## src/rtl/core/msi_directory_per_datum_defines.svh

```systemverilog
// Assertion macros shared by the directory RTL.
// Users must have i_clk and i_rst_n in scope; no other dependencies.
`ifndef MSI_DIRECTORY_PER_DATUM_DEFINES_SVH
`define MSI_DIRECTORY_PER_DATUM_DEFINES_SVH

// Check a condition in the same cycle.
`define MSIDIR_ASSERT_NOW(label, cond, expr) \
    label: assert property (@(posedge i_clk) disable iff (!i_rst_n) (cond) |-> (expr)) \
        else $error("msidir same-cycle check failed");

// Check a condition in the next cycle.
`define MSIDIR_ASSERT_NEXT(label, cond, expr) \
    label: assert property (@(posedge i_clk) disable iff (!i_rst_n) (cond) |=> (expr)) \
        else $error("msidir next-cycle check failed");

`endif

```

## src/rtl/core/msidir_pkg.sv

```systemverilog
// Shared types and constants for the MSI coherence directory.
// No dependencies; used by every module of the block.
package msidir_pkg;

    localparam int NODES        = 8;
    localparam int COUNT_BITS   = 8;
    localparam int NODE_BITS    = 3;
    localparam int MASK_BITS    = 8;
    localparam int KIND_BITS    = 3;
    localparam int MODE_BITS    = 2;
    localparam int STATUS_BITS  = 3;
    localparam int CNT_OUT_BITS = 8;
    localparam int STATES_BITS  = 2 * MASK_BITS;
    localparam int PACK_NODES   = (NODES < MASK_BITS) ? NODES : MASK_BITS;
    localparam int PADDR_BITS   = 3;
    localparam int DATA_BITS    = 32;

    localparam logic [PADDR_BITS-3:0] REG_HOME = '0;

    localparam logic [MODE_BITS-1:0] MODE_READ  = 2'd0;
    localparam logic [MODE_BITS-1:0] MODE_WRITE = 2'd1;

    localparam logic [COUNT_BITS-1:0] CNT_MAX = {COUNT_BITS{1'b1}};

    typedef enum logic [1:0] {
        COH_INVALID = 2'd0,
        COH_SHARED  = 2'd1,
        COH_OWNER   = 2'd2
    } t_coh;

    typedef enum logic [KIND_BITS-1:0] {
        K_FETCH    = 3'd0,
        K_RELEASE  = 3'd1,
        K_WTHROUGH = 3'd2,
        K_MODIFIED = 3'd3,
        K_MARKREQ  = 3'd4,
        K_QUERY    = 3'd5
    } t_kind;

    typedef enum logic [STATUS_BITS-1:0] {
        S_HIT    = 3'd0,
        S_MISS   = 3'd1,
        S_NOMEM  = 3'd2,
        S_NOCOPY = 3'd3,
        S_RELINV = 3'd4,
        S_DONE   = 3'd5
    } t_status;

    typedef enum logic {
        ST_IDLE = 1'b0,
        ST_EXEC = 1'b1
    } t_ctrl_state;

    typedef struct packed {
        logic load;
        logic exec;
        logic cfg_wr;
    } t_dp_cmd;

endpackage

```

## src/rtl/core/msidir_ctrl.sv

```systemverilog
// Request sequencer and output beat control for the directory.
// Depends on msidir_pkg and msi_directory_per_datum_defines.svh.
`include "msi_directory_per_datum_defines.svh"

module msidir_ctrl (
    input  logic                              i_clk,
    input  logic                              i_rst_n,
    input  logic                              i_valid,
    output logic                              o_ready,
    output logic                              o_valid,
    input  logic                              i_ready,
    input  logic                              i_psel,
    input  logic                              i_penable,
    input  logic                              i_pwrite,
    input  logic [msidir_pkg::PADDR_BITS-1:0] i_paddr,
    output msidir_pkg::t_dp_cmd               o_cmd
);

    msidir_pkg::t_ctrl_state r_state;
    msidir_pkg::t_ctrl_state n_state;
    logic                    r_out_valid;
    logic                    n_out_valid;

    always_comb begin
        n_state = r_state;
        unique case (r_state)
            msidir_pkg::ST_IDLE: begin
                if (i_valid) begin
                    n_state = msidir_pkg::ST_EXEC;
                end
            end
            msidir_pkg::ST_EXEC: begin
                if (!r_out_valid || i_ready) begin
                    n_state = msidir_pkg::ST_IDLE;
                end
            end
            default: n_state = msidir_pkg::ST_IDLE;
        endcase
    end

    always_comb begin
        o_ready    = 1'b0;
        o_cmd.load = 1'b0;
        o_cmd.exec = 1'b0;
        unique case (r_state)
            msidir_pkg::ST_IDLE: begin
                o_ready    = 1'b1;
                o_cmd.load = i_valid;
            end
            msidir_pkg::ST_EXEC: begin
                o_cmd.exec = !r_out_valid || i_ready;
            end
            default: begin
                o_ready = 1'b0;
            end
        endcase
        o_cmd.cfg_wr = i_psel && i_penable && i_pwrite
                       && (i_paddr[msidir_pkg::PADDR_BITS-1:2] == msidir_pkg::REG_HOME);
    end

    always_comb begin
        n_out_valid = r_out_valid;
        if (o_cmd.exec) begin
            n_out_valid = 1'b1;
        end else if (i_ready) begin
            n_out_valid = 1'b0;
        end
    end

    always_ff @(posedge i_clk) begin
        if (!i_rst_n) begin
            r_state     <= msidir_pkg::ST_IDLE;
            r_out_valid <= 1'b0;
        end else begin
            r_state     <= n_state;
            r_out_valid <= n_out_valid;
        end
    end

    assign o_valid = r_out_valid;

    `MSIDIR_ASSERT_NEXT(a_exec_fills_output, o_cmd.exec, o_valid)
    `MSIDIR_ASSERT_NEXT(a_load_starts_exec, o_cmd.load, r_state == msidir_pkg::ST_EXEC)
    `MSIDIR_ASSERT_NOW(a_exec_when_free, (r_state == msidir_pkg::ST_EXEC) && !r_out_valid,
        o_cmd.exec)

endmodule

```

## src/rtl/core/msidir_dp.sv

```systemverilog
// Directory datapath: per-node state lanes, request and result registers.
// Depends on msidir_pkg; driven by commands from msidir_ctrl.
module msidir_dp (
    input  logic                               i_clk,
    input  logic                               i_rst_n,
    input  msidir_pkg::t_dp_cmd                i_cmd,
    input  logic [msidir_pkg::KIND_BITS-1:0]   i_kind,
    input  logic [msidir_pkg::NODE_BITS-1:0]   i_node,
    input  logic [msidir_pkg::MODE_BITS-1:0]   i_mode,
    input  logic [msidir_pkg::MASK_BITS-1:0]   i_mask,
    input  logic                               i_copy_ok,
    input  logic [msidir_pkg::DATA_BITS-1:0]   i_pwdata,
    output logic [msidir_pkg::DATA_BITS-1:0]   o_prdata,
    output logic [msidir_pkg::STATUS_BITS-1:0] o_status,
    output logic [msidir_pkg::MASK_BITS-1:0]   o_source_mask,
    output logic                               o_source_read,
    output logic                               o_present,
    output logic [msidir_pkg::CNT_OUT_BITS-1:0] o_ref_count_out,
    output logic [msidir_pkg::STATES_BITS-1:0] o_node_states
);

    localparam int N  = msidir_pkg::NODES;
    localparam int CB = msidir_pkg::COUNT_BITS;

    logic [msidir_pkg::NODE_BITS-1:0]    r_home;
    msidir_pkg::t_coh                    r_coh [N];
    logic [N-1:0]                        r_req;
    logic [CB-1:0]                       r_cnt [N];

    msidir_pkg::t_kind                   r_kind;
    logic [msidir_pkg::NODE_BITS-1:0]    r_node;
    logic [msidir_pkg::MODE_BITS-1:0]    r_mode;
    logic [msidir_pkg::MASK_BITS-1:0]    r_mask;
    logic                                r_copy_ok;

    logic [msidir_pkg::STATUS_BITS-1:0]  r_status;
    logic [msidir_pkg::MASK_BITS-1:0]    r_src;
    logic                                r_sread;
    logic                                r_present;
    logic [msidir_pkg::CNT_OUT_BITS-1:0] r_rc;
    logic [msidir_pkg::STATES_BITS-1:0]  r_packed;

    msidir_pkg::t_coh                    n_coh [N];
    logic [N-1:0]                        n_req;
    logic [CB-1:0]                       n_cnt [N];
    msidir_pkg::t_status                 n_status;
    logic [N-1:0]                        n_src;
    logic                                n_sread;
    logic                                n_present;
    logic [msidir_pkg::STATES_BITS-1:0]  n_packed;

    logic [N-1:0]                        sel;
    logic [N-1:0]                        valid_map;
    logic [N-1:0]                        mask_n;
    logic [N-1:0]                        wt_targets;
    msidir_pkg::t_coh                    local_coh;
    logic [CB-1:0]                       cnt_sel;
    logic [CB-1:0]                       cnt_inc;
    logic [CB-1:0]                       cnt_dec;
    logic [CB-1:0]                       cnt_new;
    logic                                in_range;
    logic                                rd;
    logic                                wr;
    logic                                do_wt;
    logic                                set_req;
    logic                                clr_req;

    always_comb begin
        in_range  = int'(r_node) < N;
        mask_n    = N'(r_mask);
        sel       = '0;
        valid_map = '0;
        local_coh = msidir_pkg::COH_INVALID;
        cnt_sel   = '0;
        for (int i = 0; i < N; i++) begin
            sel[i]       = in_range && (int'(r_node) == i);
            valid_map[i] = r_coh[i] != msidir_pkg::COH_INVALID;
            if (sel[i]) begin
                local_coh = r_coh[i];
                cnt_sel   = r_cnt[i];
            end
            n_coh[i] = r_coh[i];
            n_cnt[i] = r_cnt[i];
        end
        n_req      = r_req;
        rd         = r_mode != msidir_pkg::MODE_WRITE;
        wr         = r_mode != msidir_pkg::MODE_READ;
        cnt_inc    = (cnt_sel == msidir_pkg::CNT_MAX) ? cnt_sel : cnt_sel + CB'(1);
        cnt_dec    = (cnt_sel == '0) ? cnt_sel : cnt_sel - CB'(1);
        cnt_new    = cnt_sel;
        wt_targets = mask_n & ~sel;
        do_wt      = 1'b0;
        set_req    = 1'b0;
        clr_req    = 1'b0;
        n_status   = msidir_pkg::S_DONE;
        n_src      = '0;
        n_sread    = 1'b0;

        if (in_range) begin
            case (r_kind)
                msidir_pkg::K_FETCH: begin
                    if (local_coh == msidir_pkg::COH_OWNER
                        || (local_coh == msidir_pkg::COH_SHARED && !wr)) begin
                        n_status = msidir_pkg::S_HIT;
                        cnt_new  = cnt_inc;
                    end else if (local_coh == msidir_pkg::COH_SHARED) begin
                        for (int i = 0; i < N; i++) begin
                            if (r_coh[i] == msidir_pkg::COH_SHARED) begin
                                n_coh[i] = sel[i] ? msidir_pkg::COH_OWNER
                                                  : msidir_pkg::COH_INVALID;
                            end
                        end
                        n_status = msidir_pkg::S_HIT;
                        cnt_new  = cnt_inc;
                    end else begin
                        n_src = valid_map;
                        if (valid_map == '0) begin
                            n_status = msidir_pkg::S_NOCOPY;
                        end else begin
                            n_sread = rd;
                            if (!r_copy_ok) begin
                                n_status = msidir_pkg::S_NOMEM;
                            end else begin
                                n_status = msidir_pkg::S_MISS;
                                cnt_new  = cnt_inc;
                                clr_req  = 1'b1;
                                for (int i = 0; i < N; i++) begin
                                    if (sel[i]) begin
                                        n_coh[i] = wr ? msidir_pkg::COH_OWNER
                                                      : msidir_pkg::COH_SHARED;
                                    end else if (wr) begin
                                        n_coh[i] = msidir_pkg::COH_INVALID;
                                    end else if (valid_map[i]) begin
                                        n_coh[i] = msidir_pkg::COH_SHARED;
                                    end
                                end
                            end
                        end
                    end
                end
                msidir_pkg::K_RELEASE: begin
                    if (local_coh == msidir_pkg::COH_INVALID) begin
                        n_status = msidir_pkg::S_RELINV;
                    end else begin
                        do_wt   = 1'b1;
                        cnt_new = cnt_dec;
                    end
                end
                msidir_pkg::K_WTHROUGH: begin
                    do_wt = 1'b1;
                end
                msidir_pkg::K_MODIFIED: begin
                    for (int i = 0; i < N; i++) begin
                        n_coh[i] = sel[i] ? msidir_pkg::COH_OWNER : msidir_pkg::COH_INVALID;
                    end
                end
                msidir_pkg::K_MARKREQ: begin
                    set_req = local_coh == msidir_pkg::COH_INVALID;
                end
                default: begin
                    n_status = msidir_pkg::S_DONE;
                end
            endcase
        end

        if (do_wt && (wt_targets != '0)) begin
            n_src   = wt_targets;
            n_sread = 1'b1;
            for (int i = 0; i < N; i++) begin
                if (mask_n[i] || sel[i]) begin
                    n_coh[i] = msidir_pkg::COH_SHARED;
                end
            end
        end

        n_present = 1'b0;
        for (int i = 0; i < N; i++) begin
            if (sel[i]) begin
                n_cnt[i] = cnt_new;
                if (set_req) begin
                    n_req[i] = 1'b1;
                end
                if (clr_req) begin
                    n_req[i] = 1'b0;
                end
                n_present = (n_coh[i] != msidir_pkg::COH_INVALID) || n_req[i];
            end
        end

        n_packed = '0;
        for (int i = 0; i < msidir_pkg::PACK_NODES; i++) begin
            n_packed[2*i +: 2] = n_coh[i];
        end
    end

    always_ff @(posedge i_clk) begin
        if (!i_rst_n) begin
            r_home <= '0;
            r_req  <= '0;
            for (int i = 0; i < N; i++) begin
                r_coh[i] <= (i == 0) ? msidir_pkg::COH_OWNER : msidir_pkg::COH_INVALID;
                r_cnt[i] <= '0;
            end
        end else if (i_cmd.cfg_wr) begin
            r_home <= i_pwdata[msidir_pkg::NODE_BITS-1:0];
            for (int i = 0; i < N; i++) begin
                r_coh[i] <= (int'(i_pwdata[msidir_pkg::NODE_BITS-1:0]) == i)
                            ? msidir_pkg::COH_OWNER : msidir_pkg::COH_INVALID;
            end
        end else if (i_cmd.exec) begin
            r_req <= n_req;
            for (int i = 0; i < N; i++) begin
                r_coh[i] <= n_coh[i];
                r_cnt[i] <= n_cnt[i];
            end
        end
    end

    always_ff @(posedge i_clk) begin
        if (i_cmd.load) begin
            r_kind    <= msidir_pkg::t_kind'(i_kind);
            r_node    <= i_node;
            r_mode    <= i_mode;
            r_mask    <= i_mask;
            r_copy_ok <= i_copy_ok;
        end
    end

    always_ff @(posedge i_clk) begin
        if (i_cmd.exec) begin
            r_status  <= n_status;
            r_src     <= msidir_pkg::MASK_BITS'(n_src);
            r_sread   <= n_sread;
            r_present <= n_present;
            r_rc      <= msidir_pkg::CNT_OUT_BITS'(cnt_new);
            r_packed  <= n_packed;
        end
    end

    assign o_prdata        = msidir_pkg::DATA_BITS'(r_home);
    assign o_status        = r_status;
    assign o_source_mask   = r_src;
    assign o_source_read   = r_sread;
    assign o_present       = r_present;
    assign o_ref_count_out = r_rc;
    assign o_node_states   = r_packed;

endmodule

```

## src/rtl/core/msi_directory_per_datum.sv

```systemverilog
// Each request first has its beat registered; then every node lane of the directory
// (state, requested flag, reference count) updates in parallel and the result register
// loads. o_ready stays low until that update is done. A new request is accepted while
// the previous result still waits in the output register; the update cycle holds only
// while that register is full and not being taken. Reset makes node 0 owner and clears
// the rest of the node state, with no clearing pass. Write home_node only while idle.
// Top level of the MSI directory; depends on msidir_pkg, msidir_ctrl and msidir_dp.
module msi_directory_per_datum (
    input  logic                                i_clk,
    input  logic                                i_rst_n,
    input  logic                                i_valid,
    output logic                                o_ready,
    input  logic [msidir_pkg::KIND_BITS-1:0]    i_kind,
    input  logic [msidir_pkg::NODE_BITS-1:0]    i_node,
    input  logic [msidir_pkg::MODE_BITS-1:0]    i_mode,
    input  logic [msidir_pkg::MASK_BITS-1:0]    i_mask,
    input  logic                                i_copy_ok,
    output logic                                o_valid,
    input  logic                                i_ready,
    output logic [msidir_pkg::STATUS_BITS-1:0]  o_status,
    output logic [msidir_pkg::MASK_BITS-1:0]    o_source_mask,
    output logic                                o_source_read,
    output logic                                o_present,
    output logic [msidir_pkg::CNT_OUT_BITS-1:0] o_ref_count_out,
    output logic [msidir_pkg::STATES_BITS-1:0]  o_node_states,
    input  logic                                psel,
    input  logic                                penable,
    input  logic                                pwrite,
    input  logic [msidir_pkg::PADDR_BITS-1:0]   paddr,
    input  logic [msidir_pkg::DATA_BITS-1:0]    pwdata,
    output logic [msidir_pkg::DATA_BITS-1:0]    prdata,
    output logic                                pready
);

    msidir_pkg::t_dp_cmd cmd;

    assign pready = 1'b1;

    msidir_ctrl u_ctrl (
        .i_clk     (i_clk),
        .i_rst_n   (i_rst_n),
        .i_valid   (i_valid),
        .o_ready   (o_ready),
        .o_valid   (o_valid),
        .i_ready   (i_ready),
        .i_psel    (psel),
        .i_penable (penable),
        .i_pwrite  (pwrite),
        .i_paddr   (paddr),
        .o_cmd     (cmd)
    );

    msidir_dp u_dp (
        .i_clk           (i_clk),
        .i_rst_n         (i_rst_n),
        .i_cmd           (cmd),
        .i_kind          (i_kind),
        .i_node          (i_node),
        .i_mode          (i_mode),
        .i_mask          (i_mask),
        .i_copy_ok       (i_copy_ok),
        .i_pwdata        (pwdata),
        .o_prdata        (prdata),
        .o_status        (o_status),
        .o_source_mask   (o_source_mask),
        .o_source_read   (o_source_read),
        .o_present       (o_present),
        .o_ref_count_out (o_ref_count_out),
        .o_node_states   (o_node_states)
    );

endmodule
```

## config.mk

```make
export PLATFORM = sky130hd
export DESIGN_NAME = msi_directory_per_datum
export DESIGN_NICKNAME = d
export VERILOG_FILES = /design/src/rtl/core/msidir_pkg.sv /design/src/rtl/core/msidir_ctrl.sv /design/src/rtl/core/msidir_dp.sv /design/src/rtl/core/msi_directory_per_datum.sv
export VERILOG_INCLUDE_DIRS = /design/src /design/src/rtl/core
export SDC_FILE = /design/constraint.sdc
export NUM_CORES = 1
export LEC_CHECK = 0
export BUFFER_PORTS_ARGS = -buffer_cell sky130_fd_sc_hd__buf_2
export CORE_ASPECT_RATIO = 1.25
export CORE_MARGIN = 3
export CORE_UTILIZATION = 59
export CTS_BUF_LIST = sky130_fd_sc_hd__clkbuf_4
export CTS_CLUSTER_DIAMETER = 120
export DETAILED_ROUTE_END_ITERATION = 10
export PLACE_DENSITY = 0.83
export SLEW_MARGIN = 20
export SYNTH_ARGS = -nofsm -noshare
export SYNTH_HDL_FRONTEND = slang
export SYNTH_SLANG_ARGS = --single-unit
```

## constraint.sdc

```tcl
create_clock -name i_clk -period 4.5 [get_ports i_clk]
set_input_delay 0.225 -clock i_clk [delete_from_list [all_inputs] [get_ports i_clk]]
set_output_delay 0.225 -clock i_clk [all_outputs]
set_load 0.02 [all_outputs]
```

# Word level (Yosys, flattened, before mapping)
# Memories as Yosys holds them, arrays and structs flattened.
# Index checks and enable logic that the tools add are counted.
[op_classes]
mux = 189
n_reduce_logical = 58
eq_ne = 30
bitwise = 29
add_sub_neg = 2
[ops]
columns = ["operator", "count"]
rows = [
  ["$mux 8", 35],
  ["$mux 2", 82],
  ["$mux 16", 5],
  ["$mux 1", 59],
  ["$reduce_bool 2->1", 18],
  ["$pmux 16 s2", 1],
  ["$eq 3x3->1 const B", 9],
  ["$or 1x1->1", 24],
  ["$reduce_and 3->1", 8],
  ["$eq 2x1->1 const B", 9],
  ["$eq 3x2->1 const B", 6],
  ["$logic_or 1x1->1", 18],
  ["$logic_not 8->1", 2],
  ["$pmux 8 s2", 1],
  ["$eq 3x1->1 const B", 3],
  ["$logic_not 3->1", 3],
  ["$mux 3", 3],
  ["$add 8x1->8 const B", 1],
  ["$and 8x8->8", 1],
  ["$eq 8x8->1 const B", 1],
  ["$not 8->8", 1],
  ["$reduce_bool 8->1", 1],
  ["$sub 8x1->8 const B", 1],
  ["$pmux 3 s2", 1],
  ["other kinds (7)", 15],
]
[word_totals]
out_inout_bits = 72
n_memories = 2
reg_bits = 67
ram_bits = 80
input_bits = 59
wordCells = 332
[mem_list]
columns = ["name", "words", "width", "read_ports", "rd_clocked_by_memory_dff", "wr", "line_no", "source"]
rows = [
  ["u_dp.r_cnt", 8, 8, 8, 0, 8, "msidir_dp.sv:28", "logic [CB-1:0] r_cnt [N];"],
  ["u_dp.r_coh", 8, 2, 8, 0, 8, "msidir_dp.sv:26", "msidir_pkg::t_coh r_coh [N];"],
]

# Depth between registers and ports, before layout
[logic_depth]
depth_word = 26
mapped_depth = 14
depth_no_buf = 12

# By module
# A second synthesis with hierarchy kept.
[hier_totals]
hier_cells = 780
area_unflattened_um2 = 8390.5
[by_module_without_submodules]
columns = ["module", "cells_per_inst", "area_per_inst_um2", "instances", "seq_area_each_um2"]
rows = [
  ["msidir_dp", 767, 8259.2, 1, 4234.1],
  ["msidir_ctrl", 11, 120.1, 1, 40.0],
  ["msi_directory_per_datum", 2, 11.3, 1, 0.0],
]

# Worst setup path before layout
# Ideal clock, no wire load.
[synth_path]
path_kind = "register to register"
startpoint = "register u_dp.r_node[0] (netlist name)"
endpoint = "memory u_dp.r_cnt[0][0] (netlist name) (data pin)"
setup_ps = 284
period_less_slack_ps = 3444
arrival_ps = 3159
stages_incl_launch_ff = 14
n_path_buf = 2
slack_ps = 1056
path_cell_list = "edfxtp_1 buf_4 inv_2 clkbuf_1 a22oi_1 o221a_2 o21ai_1 ha_1 inv_1 or2_2 o31a_1 xnor2_1 a211oi_1 nor2_1"
[synth_rtl]
columns = ["item", "line_no", "source"]
rows = [
  ["start: declaration", "msidir_dp.sv:31", "logic [msidir_pkg::NODE_BITS-1:0] r_node;"],
  ["start signal: assignment", "msidir_dp.sv:222", "r_node <= i_node;"],
  ["end: declaration", "msidir_dp.sv:28", ""],
]

==> impl_metrics.tcl <==
set metrics [dict create \
    min_period_ns 4.18 \
    io_pins 131 \
    clk_pin_slew_ns 0.15 \
    drtIter0Drc 759 \
    rows 47 \
    tritoncts "done" \
    fin_crit_sh 0.929 \
    holdPathEnd "u_dp.r_home[1]" \
    finalPower_uw 3330 \
    synth_top_area_frac 0.482 \
    synth_seq_cells 147 \
    drc 0 \
    clockBufferDepth 2 \
    fp.dieW_um 112 \
    ctsHoldBuffers 22 \
    wirelength_um 25100 \
    relSlewSlack 0.323 \
    worst-setup-path-type "reg2reg" \
    slowest_delay_ns 0.60 \
    start_kind "register" \
    seq_area_frac_synth 0.516 \
    irDropWorstVdd_v 0.000264 \
    grt_max_degree 40 \
    ff2ff_path_depth 13 \
    nNetsFinal 934 \
    synth.distinct_cells 88 \
    antenna_found_initial 1 \
    setup_viol 0 \
    grt.total_usage 0.327 \
    core_um2 13500 \
    final_cells 1057 \
    crit_path_max_fanout 26 \
    crit_arrival_ns 4.46 \
    fmax_ghz 0.239 \
    final_cell_area_um2 9330 \
    gp_congestion 0.962 \
    finalSetupTns_ns 0 \
    p_per_area_nw_per_um2 357 \
    dpl.hpwl_um 18000 \
    die_h_um 139 \
    initial_core_util 0.616 \
    numClockSinks 147 \
    async_flop_share 0 \
    min_path_type "in2reg" \
    yosysTopAreaCell "edfxtp_1" \
    dieArea_um2 15500 \
    numCtsBuffers 17 \
    vias 6973 \
    p_leak_uw 0.00353 \
    path_cells "buf_12, nor2b_1, a22oi_1, o221a_2, o21ai_1, ha_1, inv_1, or2_2, o31a_1, xnor2_1, a211oi_1, buf_4, nor2_1" \
    gr-total-overflow 0 \
    hold_path_depth 4 \
    required_ns 4.78 \
    vias_per_cell 6.60 \
    rr_startpoint "u_dp.r_node[2]" \
    dominantRegCellSynth "edfxtp_1" \
    wire_per_inst_um 23.8 \
    ys.warnings.count 0 \
    syn_area_um2 8290 \
    finalHoldViolations 0 \
    cp_slowest_cell "edfxtp_1" \
    clock_latency_ns 0.58 \
    r2r_end "u_dp.r_cnt[0][0]" \
    rsz0062_at_grt "no" \
    areaGrowthSynthToFinish_pct 12.5 \
    synth_area_leaders "edfxtp_1 48%, nor2_1 3.8%, dfxtp_1 3.4%" \
    drive_gt1_frac 0.224 \
    worst_pin_slew_ns 1.01 \
    post-synth-top-count-cell "edfxtp_1" \
    finalMaxSlewViolations 0 \
    grt_pass1_wl_um 39000 \
    placed_cell_area_um2 8810 \
    fin_skew_ns 0.0228 \
    ctsHtreeMaxLevel 4 \
    postRouteAntennaNets 0 \
    synthTopCellsByCount "133 x edfxtp_1, 84 x nor2_1, 62 x nand2_1" \
    synth_edf_count 133 \
    synthCells 774 \
    io_buffers 69 \
    max_cap_violations 0 \
    post_cts_buffers 0 \
    root_buffer "clkbuf_4" \
    cp_top_family "compound AO/OA/AOI/OAI gates" \
    synth.avg_cell_area_um2 10.7 \
    reg2reg_slack_ns 0.32 \
    run_status "finished clean" \
    first_global_vias 7006 \
    dp.cells 1002 \
    ctsResizeCount 0 \
    cp.buffers_inverters 3 \
    worstHoldStart "paddr[2]" \
    dr.pass1.iters 6 \
    worst_setup_path_end_kind "register" \
]
[report_power, final]
group          total [uW]  switching, uW  internal (uW)  leakage (uW)
Sequential           1670           63.2           1610       0.00144
Clock                 865            556            309      0.000161
Combinational         792            525            268       0.00193
Total                3330           1140           2180       0.00353
[layout make-up]
type | instances | area (um^2)
antenna | 1 | 2.50
clock buffer | 18 | 135
clock inverter | 14 | 164
fill | 1005 | 4140
inverter | 28 | 105
multi-input combinational | 547 | 3540
sequential | 147 | 4270
tap | 171 | 214
timing repair buffer | 131 | 891
[state kept, by name, indices dropped and copies added, names as in the netlist, 2 cells and up]
name	cells
u_dp.r_cnt	64
u_dp.o_node_states	16
u_dp.r_coh	16
u_dp.mask_n	8
u_dp.o_ref_count_out	8
u_dp.o_source_mask	8
u_dp.r_req	8
u_dp.o_status	3
u_dp.r_home	3
u_dp.r_kind	3
u_dp.r_node	3
u_dp.r_mode	2
[worst max path at each step]
stage	from	cells past startpoint	to	slack, ns
3_5_place_dp	u_dp.r_node[2]	12	u_dp.r_cnt[0][5]	0.43
6_report	u_dp.r_node[2]	13	u_dp.r_cnt[0][0]	0.32
4_1_cts	u_dp.r_node[2]	12	u_dp.r_cnt[0][37]	0.40
2_1_floorplan	u_dp.r_node[0]	13	u_dp.r_cnt[0][0]	1.06
3_3_place_gp	u_dp.r_node[2]	13	u_dp.r_cnt[0][16]	0.45
5_1_grt	u_dp.r_node[2]	13	u_dp.r_cnt[0][8]	0.09
[metrics by stage]
step           hold slack (ns)  setup WS [ns]   util
3_5_place_dp             0.403          0.426  0.654
5_1_grt                  0.152         0.0881  0.693
6_report                 0.154          0.321  0.693
4_1_cts                  0.144          0.397  0.693
2_1_floorplan            0.324           1.06      -
3_3_place_gp             0.401          0.453  0.654
[cells by family (layout without fill, tap and decap cells)]
logic type | count (synthesis) | in the layout | synth area share
fa+ha+maj | 3 | 3 | 0.00453
simple gates | 266 | 266 | 0.158
flops | 147 | 147 | 0.516
buf+inv | 108 | 191 | 0.0696
mux | 28 | 28 | 0.0465
xor+xnor | 4 | 4 | 0.00423
compound gates | 216 | 216 | 0.200
other cells | 2 | 31 | 0.000906
[worst register-to-register path, delay by kind of cell, from the launching register on]
kind	cells	cell delay, ns
AOI/OAI and AO/OA	5	1.49
and+or+nand+nor	3	0.82
DFF	1	0.60
buffers and inverters	3	0.51
adders and majority gates	1	0.30
xor gates and xnor gates	1	0.16
[metal layers]
layer	vias to the layer above	GRT usage	wire length [um]
met2	398	0.544	12600
met4	0	0.220	1590
met5	-	0	0
met3	96	0.0573	2010
li1	3103	-	-
met1	3376	0.386	8940
[placed cells by master, fill, tap and decap left out, types with 18 or more instances in the layout]
cell	instances
edfxtp_1	133
nor2_1	84
buf_2	69
nand2_1	62
buf_4	38
o21ai_0	35
conb_1	30
inv_1	26
a21oi_1	26
dlygate4sd3_1	22
nor2b_1	21
clkbuf_4	18
Power figures use the tool's default switching activity.
